## config.mk

```make
export PLATFORM = sky130hd
export DESIGN_NAME = humidity_temp_frame_decoder_core
export DESIGN_NICKNAME = d
export VERILOG_FILES = /design/src/rtl/htfd_pkg.sv /design/src/rtl/htfd_front.sv /design/src/rtl/htfd_queue.sv /design/src/rtl/htfd_back.sv /design/src/rtl/humidity_temp_frame_decoder_core.sv
export SDC_FILE = /design/constraint.sdc
export NUM_CORES = 1
export LEC_CHECK = 0
export ABC_CLOCK_PERIOD_IN_PS = 11400
export BUFFER_PORTS_ARGS = -buffer_cell sky130_fd_sc_hd__buf_4
export CAP_MARGIN = 20
export CORE_UTILIZATION = 45
export CTS_CLUSTER_SIZE = 8
export DETAILED_ROUTE_END_ITERATION = 8
export PLACE_DENSITY = 0.58
export SYNTH_ARGS = -nofsm -noshare
export SYNTH_HDL_FRONTEND = slang
export SYNTH_SLANG_ARGS = --single-unit
```

## constraint.sdc

```tcl
create_clock -name clk_i -period 11.4 [get_ports clk_i]
set_clock_uncertainty 0.15 [all_clocks]
set_input_delay 2.28 -clock clk_i [delete_from_list [all_inputs] [get_ports clk_i]]
set_output_delay 2.28 -clock clk_i [all_outputs]
set_load 0.005 [all_outputs]
```

## src/rtl/htfd_pkg.sv

```systemverilog
// ----------------------------------------------------------------------------
// htfd_pkg
// Shared types, constants and the crc-8 step of the frame decoder.
// ----------------------------------------------------------------------------
package htfd_pkg;

  localparam int unsigned QUEUE_DEPTH = 2;

  localparam logic [7:0] CRC_POLY = 8'h31;
  localparam logic [7:0] CRC_INIT = 8'hFF;

  localparam logic VARIANT_PLAIN = 1'b0;
  localparam logic VARIANT_CRC   = 1'b1;
  localparam logic VARIANT_RESET = VARIANT_CRC;

  localparam int unsigned PROD_T_W = 31;
  localparam int unsigned PROD_H_W = 30;
  localparam int unsigned TEMP_W   = 15;
  localparam int unsigned HUM_W    = 14;

  localparam logic [14:0] T_SCALE_PLAIN  = 15'd16500;
  localparam logic [14:0] T_SCALE_CRC    = 15'd17500;
  localparam logic [13:0] H_SCALE        = 14'd10000;
  localparam logic [16:0] FULL_SCALE     = 17'd65535;
  localparam logic signed [15:0] T_OFFSET_PLAIN = 16'sd4000;
  localparam logic signed [15:0] T_OFFSET_CRC   = 16'sd4500;
  localparam logic signed [15:0] T_MIN   = -16'sd4000;
  localparam logic signed [15:0] T_MAX   = 16'sd12500;
  localparam logic [13:0] H_MAX          = 14'd10000;

  typedef enum logic [1:0] {
    STATUS_OK       = 2'd0,
    STATUS_TEMP_CRC = 2'd1,
    STATUS_HUM_CRC  = 2'd2,
    STATUS_RANGE    = 2'd3
  } status_e;

  typedef struct packed {
    logic        variant;
    logic [15:0] raw_temp;
    logic [15:0] raw_hum;
    status_e     crc_status;
  } frame_rec_t;

  function automatic logic [7:0] crc8_update(input logic [7:0] crc, input logic [7:0] b);
    logic [7:0] c;
    c = crc ^ b;
    for (int i = 0; i < 8; i++) begin
      if (c[7]) begin
        c = {c[6:0], 1'b0} ^ CRC_POLY;
      end else begin
        c = {c[6:0], 1'b0};
      end
    end
    return c;
  endfunction

endpackage

```

## src/rtl/htfd_front.sv

```systemverilog
// ----------------------------------------------------------------------------
// htfd_front
// Byte intake: frame position, crc check and raw word assembly.
// ----------------------------------------------------------------------------
module htfd_front (
  input  logic                clk_i,
  input  logic                rst_ni,
  input  logic                cfg_we_i,
  input  logic                cfg_variant_i,
  input  logic                fire_i,
  input  logic [7:0]          data_byte_i,
  input  logic                frame_start_i,
  output logic                push_o,
  output htfd_pkg::frame_rec_t rec_o
);
  import htfd_pkg::*;

  logic        variant_q, variant_d;
  logic [2:0]  pos_q, pos_d, pos_eff;
  logic [7:0]  crc_q, crc_d, crc_eff, crc_upd;
  logic [15:0] temp_q, temp_d, hum_q, hum_d;
  logic        tbad_q, tbad_d;
  status_e     st;

  always_comb begin
    variant_d = cfg_we_i ? cfg_variant_i : variant_q;
    pos_eff   = frame_start_i ? '0 : pos_q;
    crc_eff   = frame_start_i ? CRC_INIT : crc_q;
    crc_upd   = crc8_update(crc_eff, data_byte_i);
    pos_d     = pos_q;
    crc_d     = crc_q;
    temp_d    = temp_q;
    hum_d     = hum_q;
    tbad_d    = tbad_q;
    push_o    = 1'b0;
    st        = STATUS_OK;
    if (fire_i) begin
      pos_d = pos_eff + 3'd1;
      crc_d = crc_eff;
      if (variant_q == VARIANT_PLAIN) begin
        case (pos_eff)
          3'd0: temp_d[15:8] = data_byte_i;
          3'd1: temp_d[7:0]  = data_byte_i;
          3'd2: hum_d[15:8]  = data_byte_i;
          3'd3: begin
            hum_d[7:0] = data_byte_i;
            pos_d      = '0;
            crc_d      = CRC_INIT;
            push_o     = 1'b1;
          end
          default: begin
            pos_d = '0;
            crc_d = CRC_INIT;
          end
        endcase
      end else begin
        case (pos_eff)
          3'd0: begin
            temp_d[15:8] = data_byte_i;
            crc_d        = crc_upd;
          end
          3'd1: begin
            temp_d[7:0] = data_byte_i;
            crc_d       = crc_upd;
          end
          3'd2: begin
            tbad_d = (data_byte_i != crc_eff);
            crc_d  = CRC_INIT;
          end
          3'd3: begin
            hum_d[15:8] = data_byte_i;
            crc_d       = crc_upd;
          end
          3'd4: begin
            hum_d[7:0] = data_byte_i;
            crc_d      = crc_upd;
          end
          3'd5: begin
            pos_d  = '0;
            crc_d  = CRC_INIT;
            push_o = 1'b1;
            if (tbad_q) begin
              st = STATUS_TEMP_CRC;
            end else if (data_byte_i != crc_eff) begin
              st = STATUS_HUM_CRC;
            end
          end
          default: begin
            pos_d = '0;
            crc_d = CRC_INIT;
          end
        endcase
      end
    end
  end

  always_comb begin
    rec_o.variant    = variant_q;
    rec_o.raw_temp   = temp_q;
    rec_o.raw_hum    = hum_d;
    rec_o.crc_status = st;
  end

  always_ff @(posedge clk_i or negedge rst_ni) begin
    if (!rst_ni) begin
      variant_q <= VARIANT_RESET;
      pos_q     <= '0;
      crc_q     <= CRC_INIT;
      temp_q    <= '0;
      hum_q     <= '0;
      tbad_q    <= 1'b0;
    end else begin
      variant_q <= variant_d;
      pos_q     <= pos_d;
      crc_q     <= crc_d;
      temp_q    <= temp_d;
      hum_q     <= hum_d;
      tbad_q    <= tbad_d;
    end
  end

endmodule

```

## src/rtl/htfd_queue.sv

```systemverilog
// ----------------------------------------------------------------------------
// htfd_queue
// Small fifo of finished frame records between intake and conversion.
// ----------------------------------------------------------------------------
module htfd_queue #(
  parameter int unsigned Depth = htfd_pkg::QUEUE_DEPTH
) (
  input  logic                 clk_i,
  input  logic                 rst_ni,
  input  logic                 push_i,
  input  htfd_pkg::frame_rec_t push_rec_i,
  output logic                 full_o,
  input  logic                 pop_i,
  output logic                 empty_o,
  output htfd_pkg::frame_rec_t rec_o
);
  import htfd_pkg::*;

  localparam int unsigned PtrW = (Depth > 1) ? $clog2(Depth) : 1;
  localparam int unsigned CntW = $clog2(Depth + 1);
  localparam logic [PtrW-1:0] LastIdx = PtrW'(Depth - 1);
  localparam logic [CntW-1:0] DepthCnt = CntW'(Depth);

  frame_rec_t            mem_q [Depth];
  logic [PtrW-1:0]       wr_q, wr_d, rd_q, rd_d;
  logic [CntW-1:0]       cnt_q, cnt_d;
  logic                  do_push, do_pop;

  assign full_o  = (cnt_q == DepthCnt);
  assign empty_o = (cnt_q == '0);
  assign do_push = push_i && !full_o;
  assign do_pop  = pop_i && !empty_o;
  assign rec_o   = mem_q[rd_q];

  always_comb begin
    wr_d  = wr_q;
    rd_d  = rd_q;
    cnt_d = cnt_q;
    if (do_push) begin
      wr_d = (wr_q == LastIdx) ? '0 : wr_q + PtrW'(1);
    end
    if (do_pop) begin
      rd_d = (rd_q == LastIdx) ? '0 : rd_q + PtrW'(1);
    end
    if (do_push && !do_pop) begin
      cnt_d = cnt_q + CntW'(1);
    end else if (do_pop && !do_push) begin
      cnt_d = cnt_q - CntW'(1);
    end
  end

  always_ff @(posedge clk_i) begin
    if (do_push) begin
      mem_q[wr_q] <= push_rec_i;
    end
  end

  always_ff @(posedge clk_i or negedge rst_ni) begin
    if (!rst_ni) begin
      wr_q  <= '0;
      rd_q  <= '0;
      cnt_q <= '0;
    end else begin
      wr_q  <= wr_d;
      rd_q  <= rd_d;
      cnt_q <= cnt_d;
    end
  end

endmodule

```

## src/rtl/htfd_back.sv

```systemverilog
// ----------------------------------------------------------------------------
// htfd_back
// Conversion pipeline: scale multiply, divide by full scale, range check.
// ----------------------------------------------------------------------------
module htfd_back (
  input  logic                      clk_i,
  input  logic                      rst_ni,
  input  logic                      q_empty_i,
  input  htfd_pkg::frame_rec_t      q_rec_i,
  output logic                      q_pop_o,
  output logic                      out_valid_o,
  input  logic                      out_ready_i,
  output logic signed [14:0]        temperature_centi_o,
  output logic [13:0]               humidity_centi_o,
  output logic                      reading_valid_o,
  output logic [1:0]                status_o
);
  import htfd_pkg::*;

  // multiply stage
  logic                a_valid_q;
  logic [PROD_T_W-1:0] prod_t_q, prod_t_d;
  logic [PROD_H_W-1:0] prod_h_q, prod_h_d;
  logic                a_var_q;
  status_e             a_st_q;
  logic                a_adv, b_adv;

  // output stage
  logic                b_valid_q;
  logic signed [14:0]  temp_q, temp_d;
  logic [13:0]         hum_q, hum_d;
  logic                rv_q, rv_d;
  status_e             st_q, st_d;

  logic [14:0]         qt;
  logic [16:0]         st_sum;
  logic [14:0]         tq;
  logic [13:0]         qh;
  logic [16:0]         sh_sum;
  logic [13:0]         hq;
  logic signed [15:0]  tval;
  logic                in_range;

  assign b_adv   = !b_valid_q || out_ready_i;
  assign a_adv   = !a_valid_q || b_adv;
  assign q_pop_o = a_adv && !q_empty_i;

  always_comb begin
    prod_t_d = PROD_T_W'(q_rec_i.raw_temp) *
               PROD_T_W'((q_rec_i.variant == VARIANT_PLAIN) ? T_SCALE_PLAIN : T_SCALE_CRC);
    prod_h_d = PROD_H_W'(q_rec_i.raw_hum) * PROD_H_W'(H_SCALE);
  end

  // x / 65535 = q + ((q + r) >= 65535) with q = x >> 16, r = x & 0xffff
  always_comb begin
    qt     = prod_t_q[PROD_T_W-1:16];
    st_sum = 17'(qt) + 17'(prod_t_q[15:0]);
    tq     = qt + 15'(st_sum >= FULL_SCALE);
    qh     = prod_h_q[PROD_H_W-1:16];
    sh_sum = 17'(qh) + 17'(prod_h_q[15:0]);
    hq     = qh + 14'(sh_sum >= FULL_SCALE);
    tval   = $signed({1'b0, tq}) -
             ((a_var_q == VARIANT_PLAIN) ? T_OFFSET_PLAIN : T_OFFSET_CRC);
    in_range = (tval >= T_MIN) && (tval <= T_MAX) && (hq <= H_MAX);
    if (a_st_q != STATUS_OK) begin
      temp_d = '0;
      hum_d  = '0;
      rv_d   = 1'b0;
      st_d   = a_st_q;
    end else begin
      temp_d = tval[14:0];
      hum_d  = hq;
      rv_d   = in_range;
      st_d   = in_range ? STATUS_OK : STATUS_RANGE;
    end
  end

  always_ff @(posedge clk_i) begin
    if (a_adv) begin
      prod_t_q <= prod_t_d;
      prod_h_q <= prod_h_d;
      a_var_q  <= q_rec_i.variant;
      a_st_q   <= q_rec_i.crc_status;
    end
    if (b_adv) begin
      temp_q <= temp_d;
      hum_q  <= hum_d;
      rv_q   <= rv_d;
      st_q   <= st_d;
    end
  end

  always_ff @(posedge clk_i or negedge rst_ni) begin
    if (!rst_ni) begin
      a_valid_q <= 1'b0;
      b_valid_q <= 1'b0;
    end else begin
      if (a_adv) begin
        a_valid_q <= !q_empty_i;
      end
      if (b_adv) begin
        b_valid_q <= a_valid_q;
      end
    end
  end

  assign out_valid_o         = b_valid_q;
  assign temperature_centi_o = temp_q;
  assign humidity_centi_o    = hum_q;
  assign reading_valid_o     = rv_q;
  assign status_o            = st_q;

endmodule

```

## src/rtl/humidity_temp_frame_decoder_core.sv

```systemverilog
// ----------------------------------------------------------------------------
// humidity_temp_frame_decoder_core
// Decodes sensor frames byte by byte into temperature and humidity readings.
// ----------------------------------------------------------------------------
// throughput: one byte word per cycle, in_ready_o low only while the queue is full
// after the frame's last byte is taken, the result word passes the queue write, the multiply
//   stage, and divide and range check into the output register
// reset: variant 1, byte position 0, crc 0xff, queue and pipeline empty
module humidity_temp_frame_decoder_core #(
  parameter int unsigned QueueDepth = htfd_pkg::QUEUE_DEPTH
) (
  input  logic               clk_i,
  input  logic               rst_ni,
  input  logic               cfg_valid_i,
  output logic               cfg_ready_o,
  input  logic               cfg_sensor_variant_i,
  input  logic               in_valid_i,
  output logic               in_ready_o,
  input  logic [7:0]         data_byte_i,
  input  logic               frame_start_i,
  output logic               out_valid_o,
  input  logic               out_ready_i,
  output logic signed [14:0] temperature_centi_o,
  output logic [13:0]        humidity_centi_o,
  output logic               reading_valid_o,
  output logic [1:0]         status_o
);
  import htfd_pkg::*;

  logic       fire, push, q_full, q_empty, pop;
  frame_rec_t push_rec, q_rec;

  assign cfg_ready_o = 1'b1;
  assign in_ready_o  = !q_full;
  assign fire        = in_valid_i && in_ready_o;

  htfd_front u_front (
    .clk_i         (clk_i),
    .rst_ni        (rst_ni),
    .cfg_we_i      (cfg_valid_i && cfg_ready_o),
    .cfg_variant_i (cfg_sensor_variant_i),
    .fire_i        (fire),
    .data_byte_i   (data_byte_i),
    .frame_start_i (frame_start_i),
    .push_o        (push),
    .rec_o         (push_rec)
  );

  htfd_queue #(
    .Depth (QueueDepth)
  ) u_queue (
    .clk_i      (clk_i),
    .rst_ni     (rst_ni),
    .push_i     (push),
    .push_rec_i (push_rec),
    .full_o     (q_full),
    .pop_i      (pop),
    .empty_o    (q_empty),
    .rec_o      (q_rec)
  );

  htfd_back u_back (
    .clk_i               (clk_i),
    .rst_ni              (rst_ni),
    .q_empty_i           (q_empty),
    .q_rec_i             (q_rec),
    .q_pop_o             (pop),
    .out_valid_o         (out_valid_o),
    .out_ready_i         (out_ready_i),
    .temperature_centi_o (temperature_centi_o),
    .humidity_centi_o    (humidity_centi_o),
    .reading_valid_o     (reading_valid_o),
    .status_o            (status_o)
  );

endmodule

```

== After elaboration in Yosys (flattened, before gate mapping) ==
Memories as Yosys holds them, arrays and structs flattened.
Cells that the tools add are included.
W data, S select, Z words.
Word-level totals
  register bits after elaboration: 143
  RAM bits: 70
  input bits: 15
  output and inout port bits: 35
  logic and storage cells: 121
  memories kept: 1
Cells by class
  add/sub/neg operators: 10
  multipliers: 2
  magnitude comparators: 5
  equal/unequal tests: 7
  mux-type cells: 41
  bitwise logic cells: 9
  reduce and logical (&&, ||, !) cells: 26
Memories
  u_queue.mem_q: words 2, width 35, read ports 1, clocked after Yosys merged registers in 0, wr ports 1, RTL line htfd_queue.sv:24  | frame_rec_t mem_q [Depth];
Operators by type and width (number)
  $mux W8: 8
  $mux W6: 8
  $ge A17 B16 Y1 const B: 2
  $mux W16: 2
  $mul A16 B31 Y31: 1
  $mul A16 B10 Y26 const B: 1
  $not A3 Y3: 8
  $mux W2: 9
  $add A14 B16 Y17: 1
  $add A15 B16 Y17: 1
  $ge A16 B13 Y1 const B: 1
  $le A16 B15 Y1 const B: 1
  $sub A16 B16 Y16: 1
  $add A15 B1 Y15: 1
  $add A14 B1 Y14: 1
  $le A14 B14 Y1 const B: 1
  $mux W13: 1
  $mux W3: 4
  $mux W11: 1
  $logic_and A1 B1 Y1: 8
  $mux W1: 8
  $ne A8 B8 Y1: 1
  $xor A8 B8 Y8: 1
  $eq A3 B2 Y1 const B: 2
  17 further kinds: 27

== Depth between registers and ports, before layout ==
  depth in word-level cells: 20
  mapped depth: 27
  depth with buffers taken out: 26

== Cells and area by module ==
A second synthesis with hierarchy kept.
Second synthesis, totals
  cells, all modules: 1477
  area, all modules: 16734.8 um2
By module, submodules not included
  htfd_back: instances 1, cells each 1140, area each 11523.6 um2, seq. area each 2752.6 um2
  htfd_queue: instances 1, cells each 128, area each 2872.8 um2, seq. area each 2202.1 um2
  htfd_front: instances 1, cells each 205, area each 2317.2 um2, seq. area each 1137.3 um2
  humidity_temp_frame_decoder_core: instances 1, cells each 4, area each 21.3 um2, seq. area each 0.0 um2

== Worst setup path after synthesis ==
OpenSTA, ideal clock, no wires.
  path kind: register to register
  start: reg u_queue.rd_q
  end: reg u_back.prod_t_q[29] (data pin)
  setup time: 0.264 ns
  arrival time: 6.100 ns
  required time: 10.986 ns
  slack: 4.887 ns
  stages on the path, launching flop included: 24
  path buffers: 2
  clock period less this slack: 6.513 ns
  cells stage by stage: dfrtp_1 -> clkbuf_1 -> mux2i_1 -> clkinv_1 -> clkbuf_1 -> nor2_1 -> fa_1 -> fa_1 -> ha_1 -> ha_1 -> inv_1 -> fa_1 -> inv_1 -> ha_1 -> ha_1 -> fa_1 -> a21oi_1 -> o22ai_1 -> o2111ai_1 -> a2111oi_0 -> o22ai_1 -> nor2_1 -> a221oi_1 -> xnor2_1
RTL lines
  from (decl): RTL line htfd_queue.sv:25  | logic [PtrW-1:0] wr_q, wr_d, rd_q, rd_d;
  from (signal assigned): RTL line htfd_queue.sv:65  | rd_q <= rd_d;
  to (signal assigned): RTL line htfd_back.sv:80  | prod_t_q <= prod_t_d;
  to (decl): RTL line htfd_back.sv:22  | logic [PROD_T_W-1:0] prod_t_q, prod_t_d;

== Worst setup path in the final report ==
  start: reg u_queue.rd_q
  end: reg u_back.prod_t_q[29] (data pin)
Between the ends
  cells in the longest elaborated chain, start to end: 3
Ends and longest elaborated chain
  $mem_v2 Z2 W35 (*)
  $mux W11: RTL line htfd_back.sv:50  | PROD_T_W'((q_rec_i.variant == VARIANT_PLAIN) ? T_SCALE_PLAIN : T_SCALE_CRC);
  $mul A16 B31 Y31 (*): RTL line htfd_back.sv:49  | prod_t_d = PROD_T_W'(q_rec_i.raw_temp) *
  named net u_back.prod_t_d[29]: RTL line htfd_back.sv:22
The timed path passes the listed nets; every way through them passes the cells marked *.
A chain may end at the register's enable or synchronous reset.

==> metrics.yaml <==
status: "finished, violations left"
violations: "DRC"
fmax_mhz: 146.5
io-pin-count: 50
synth_mux_area_frac: 0.04482
async_flop_share: 0.2417
clock-sinks: 211
fillerInstances: 3224
path_clk_slew_ps: 50
yosys.area_share.adder: 0.2908
cts_tree: "yes"
route.detailed.drc: 14
die_area_sq_um: 37180
die_w_microns: 192.8
synthToLayoutAreaGrowth_pct: 10.51
layout_commonest_cell: "ha_1"
setup_viol: 0
cts_resized: 0
seq_area_frac_synth: 0.3718
htreeDepth: 1
grt_antenna_before_repair: 0
wirelength_mm: 33.01
crit_path_end_kind: "flop"
synth_xor_area_frac: 0.06032
grt_max_degree: 60
finalCriticalPeriod_ps: 6828
syn_area_sq_um: 16390
tightestPinTransition_ps: 1081
port_buffers: 48
diodes: 0
start_kind: "flop"
die_y_microns: 192.8
hold_viol: 0
synth_compound_area_frac: 0.08407
synth.distinct_cells: 70
postCtsHoldBufs: 0
dr.pass1.iters: 7
root_buffer: "clkbuf_16"
grt_usage: 0.1845
avgSynthCellArea_sq_um: 11.08
rsz0062_at_grt: "no"
final_antenna_net_count: 0
synth_top_flop_cell: "edfxtp_1"
gr-total-overflow: 0
final_cell_mix: "ha_1, inv_1, edfxtp_1"
synth_seq_cells: 211
via_per_inst: 5.200
cp_max_fo: 35
globalplace.congestion: 0.8801
clock_latency_ps: 550
cp.required_ps: 11520
syn_inst: 1479
slew_headroom: 0.2748
drive_gt1_frac: 0.09897
synth_top_family_by_area: "adder cells"
vias: 10488
synth_fp_nets: 1816
min_period_over_period: 0.5990
maxSlewViolCount: 0
drt-wirelength-per-cell_microns: 16.37
grt_pass1_wl_mm: 54.39
synth_warnings: 0
drtIter0Drc: 462
cts_buffer_depth: 3
cap_violations: 0
synthSimpleGateAreaFrac: 0.09376
arrival_ps: 6950
synth-edff-count: 160
place_hpwl_mm: 26.08
worstHoldPathType: "reg2reg"
cts_buffers: 30
start_util: 0.4585
fin_setup_tns_ps: 0
final_nets: 1879
post-cts-setup-buffers: 0
critical_path_class: "reg2reg"
rows: 69
grt_pass1_vias: 10612
core_area_sq_um: 35740
## Yosys cell counts, types with 10 or more instances
cell,count,area (sq um)
a21o_1,21,157.7
a21oi_1,70,350.3
and2_1,12,75.07
and3_1,10,62.56
clkbuf_1,19,71.32
dfrtp_1,42,1051
edfxtp_1,160,4805
fa_1,98,1962
ha_1,224,2803
inv_1,212,795.8
mux2_2,43,484.2
mux2i_1,25,250.2
nand2_1,49,183.9
nand2b_1,12,75.07
nand3_1,28,140.1
nand4_1,11,68.82
nor2_1,122,457.9
nor2b_1,11,68.82
nor3_1,28,140.1
o21ai_0,35,175.2
o21bai_1,11,82.58
xnor2_1,58,508.0
xor2_1,53,464.2
## layer usage
| layer | part of all wire | up-vias | routed length [microns] | GRT usage |
|---|---|---|---|---|
| met5 | 0 | - | 0 | 0 |
| met2 | 0.46 | 183 | 15140 | 0.3042 |
| li1 | - | 5265 | - | - |
| met1 | 0.49 | 4994 | 16300 | 0.2604 |
| met4 | 0.019 | 0 | 634 | 0.04119 |
| met3 | 0.028 | 46 | 940 | 0.01964 |
## sequential cells by signal, summed over array words and instances, names as in the netlist, 2 cells and up
name                        count
u_front.temp_q                 16
u_front.crc_q                   8
u_back.temperature_centi_o     15
u_back.humidity_centi_o        14
u_front.pos_q                   3
u_queue.mem_q                  70
u_front.hum_q                  16
u_back.prod_t_q                29
u_back.prod_h_q                26
u_back.a_st_q                   2
u_back.status_o                 2
u_queue.cnt_q                   2
## kinds of logic after synthesis
| logic type | Yosys count |
|---|---|
| adders and majority gates | 322 |
| muxes | 68 |
| xor gates and xnor gates | 112 |
| buffers and inverters | 236 |
| DFF | 211 |
| other | 1 |
| AOI/OAI and AO/OA | 212 |
| and+or+nand+nor | 317 |
## worst paths after layout
check / startpoint / end / slack [ps] / cells past startpoint
worst max register to register: u_queue.rd_q / u_back.prod_t_q[29] / 4570 / 21
worst min-delay path: u_front.temp_q[5] / u_queue.mem_q[0][23] / 320 / 0
worst min register to register: u_front.temp_q[5] / u_queue.mem_q[0][23] / 320 / 0
min in group asynchronous: rst_ni / u_front.temp_q[13] / 1640 / 1
worst max-delay path: u_queue.rd_q / u_back.prod_t_q[29] / 4570 / 21
max in group asynchronous: rst_ni / u_queue.rd_q / 8980 / 1
## through the flow
| step | hold slack (ps) | cell area, sq um | cells | util | setup slack, ps |
|---|---|---|---|---|---|
| 2_1_floorplan | 285.1 | 16390 | 1479 | - | 4887 |
| 3_3_place_gp | 296.3 | 17290 | 1971 | 0.4836 | 4642 |
| 3_5_place_dp | 308.4 | 17290 | 1971 | 0.4836 | 4580 |
| 4_1_cts | 316.2 | 18110 | 2017 | 0.5067 | 4559 |
| 5_1_grt | 331.4 | 18110 | 2017 | 0.5067 | 4251 |
| 6_report | 315.6 | 18110 | 2017 | 0.5067 | 4572 |
## area by class of cell
cell class | count | area [sq um] | share of cell area
Timing Repair Buffer | 54 | 405.4 | 0.02238
Multi-Input combinational cell | 1032 | 9410 | 0.5196
Tap cell | 461 | 576.8 | 0.03185
Clock inverter | 3 | 25.02 | 0.001382
Inverter | 213 | 799.5 | 0.04415
Clock buffer | 43 | 799.5 | 0.04415
Sequential cell | 211 | 6093 | 0.3365
## critical path, stage by stage (launching register included)
cell and delay [ps]:
dfrtp_2 360, buf_4 490, mux2i_1 500, inv_1 190, fa_1 590, fa_1 420
ha_1 310, ha_1 280, inv_1 50, fa_1 520, inv_1 40, ha_1 280
ha_1 220, fa_1 400, a21oi_1 190, o22ai_1 160, o2111ai_1 320, a2111oi_0 170
o22ai_1 310, nor2_1 70, a221oi_1 410, xnor2_1 100
Power is not shown: default switching activity piles up to over one toggle a cycle in this logic, so the estimate is an artifact.
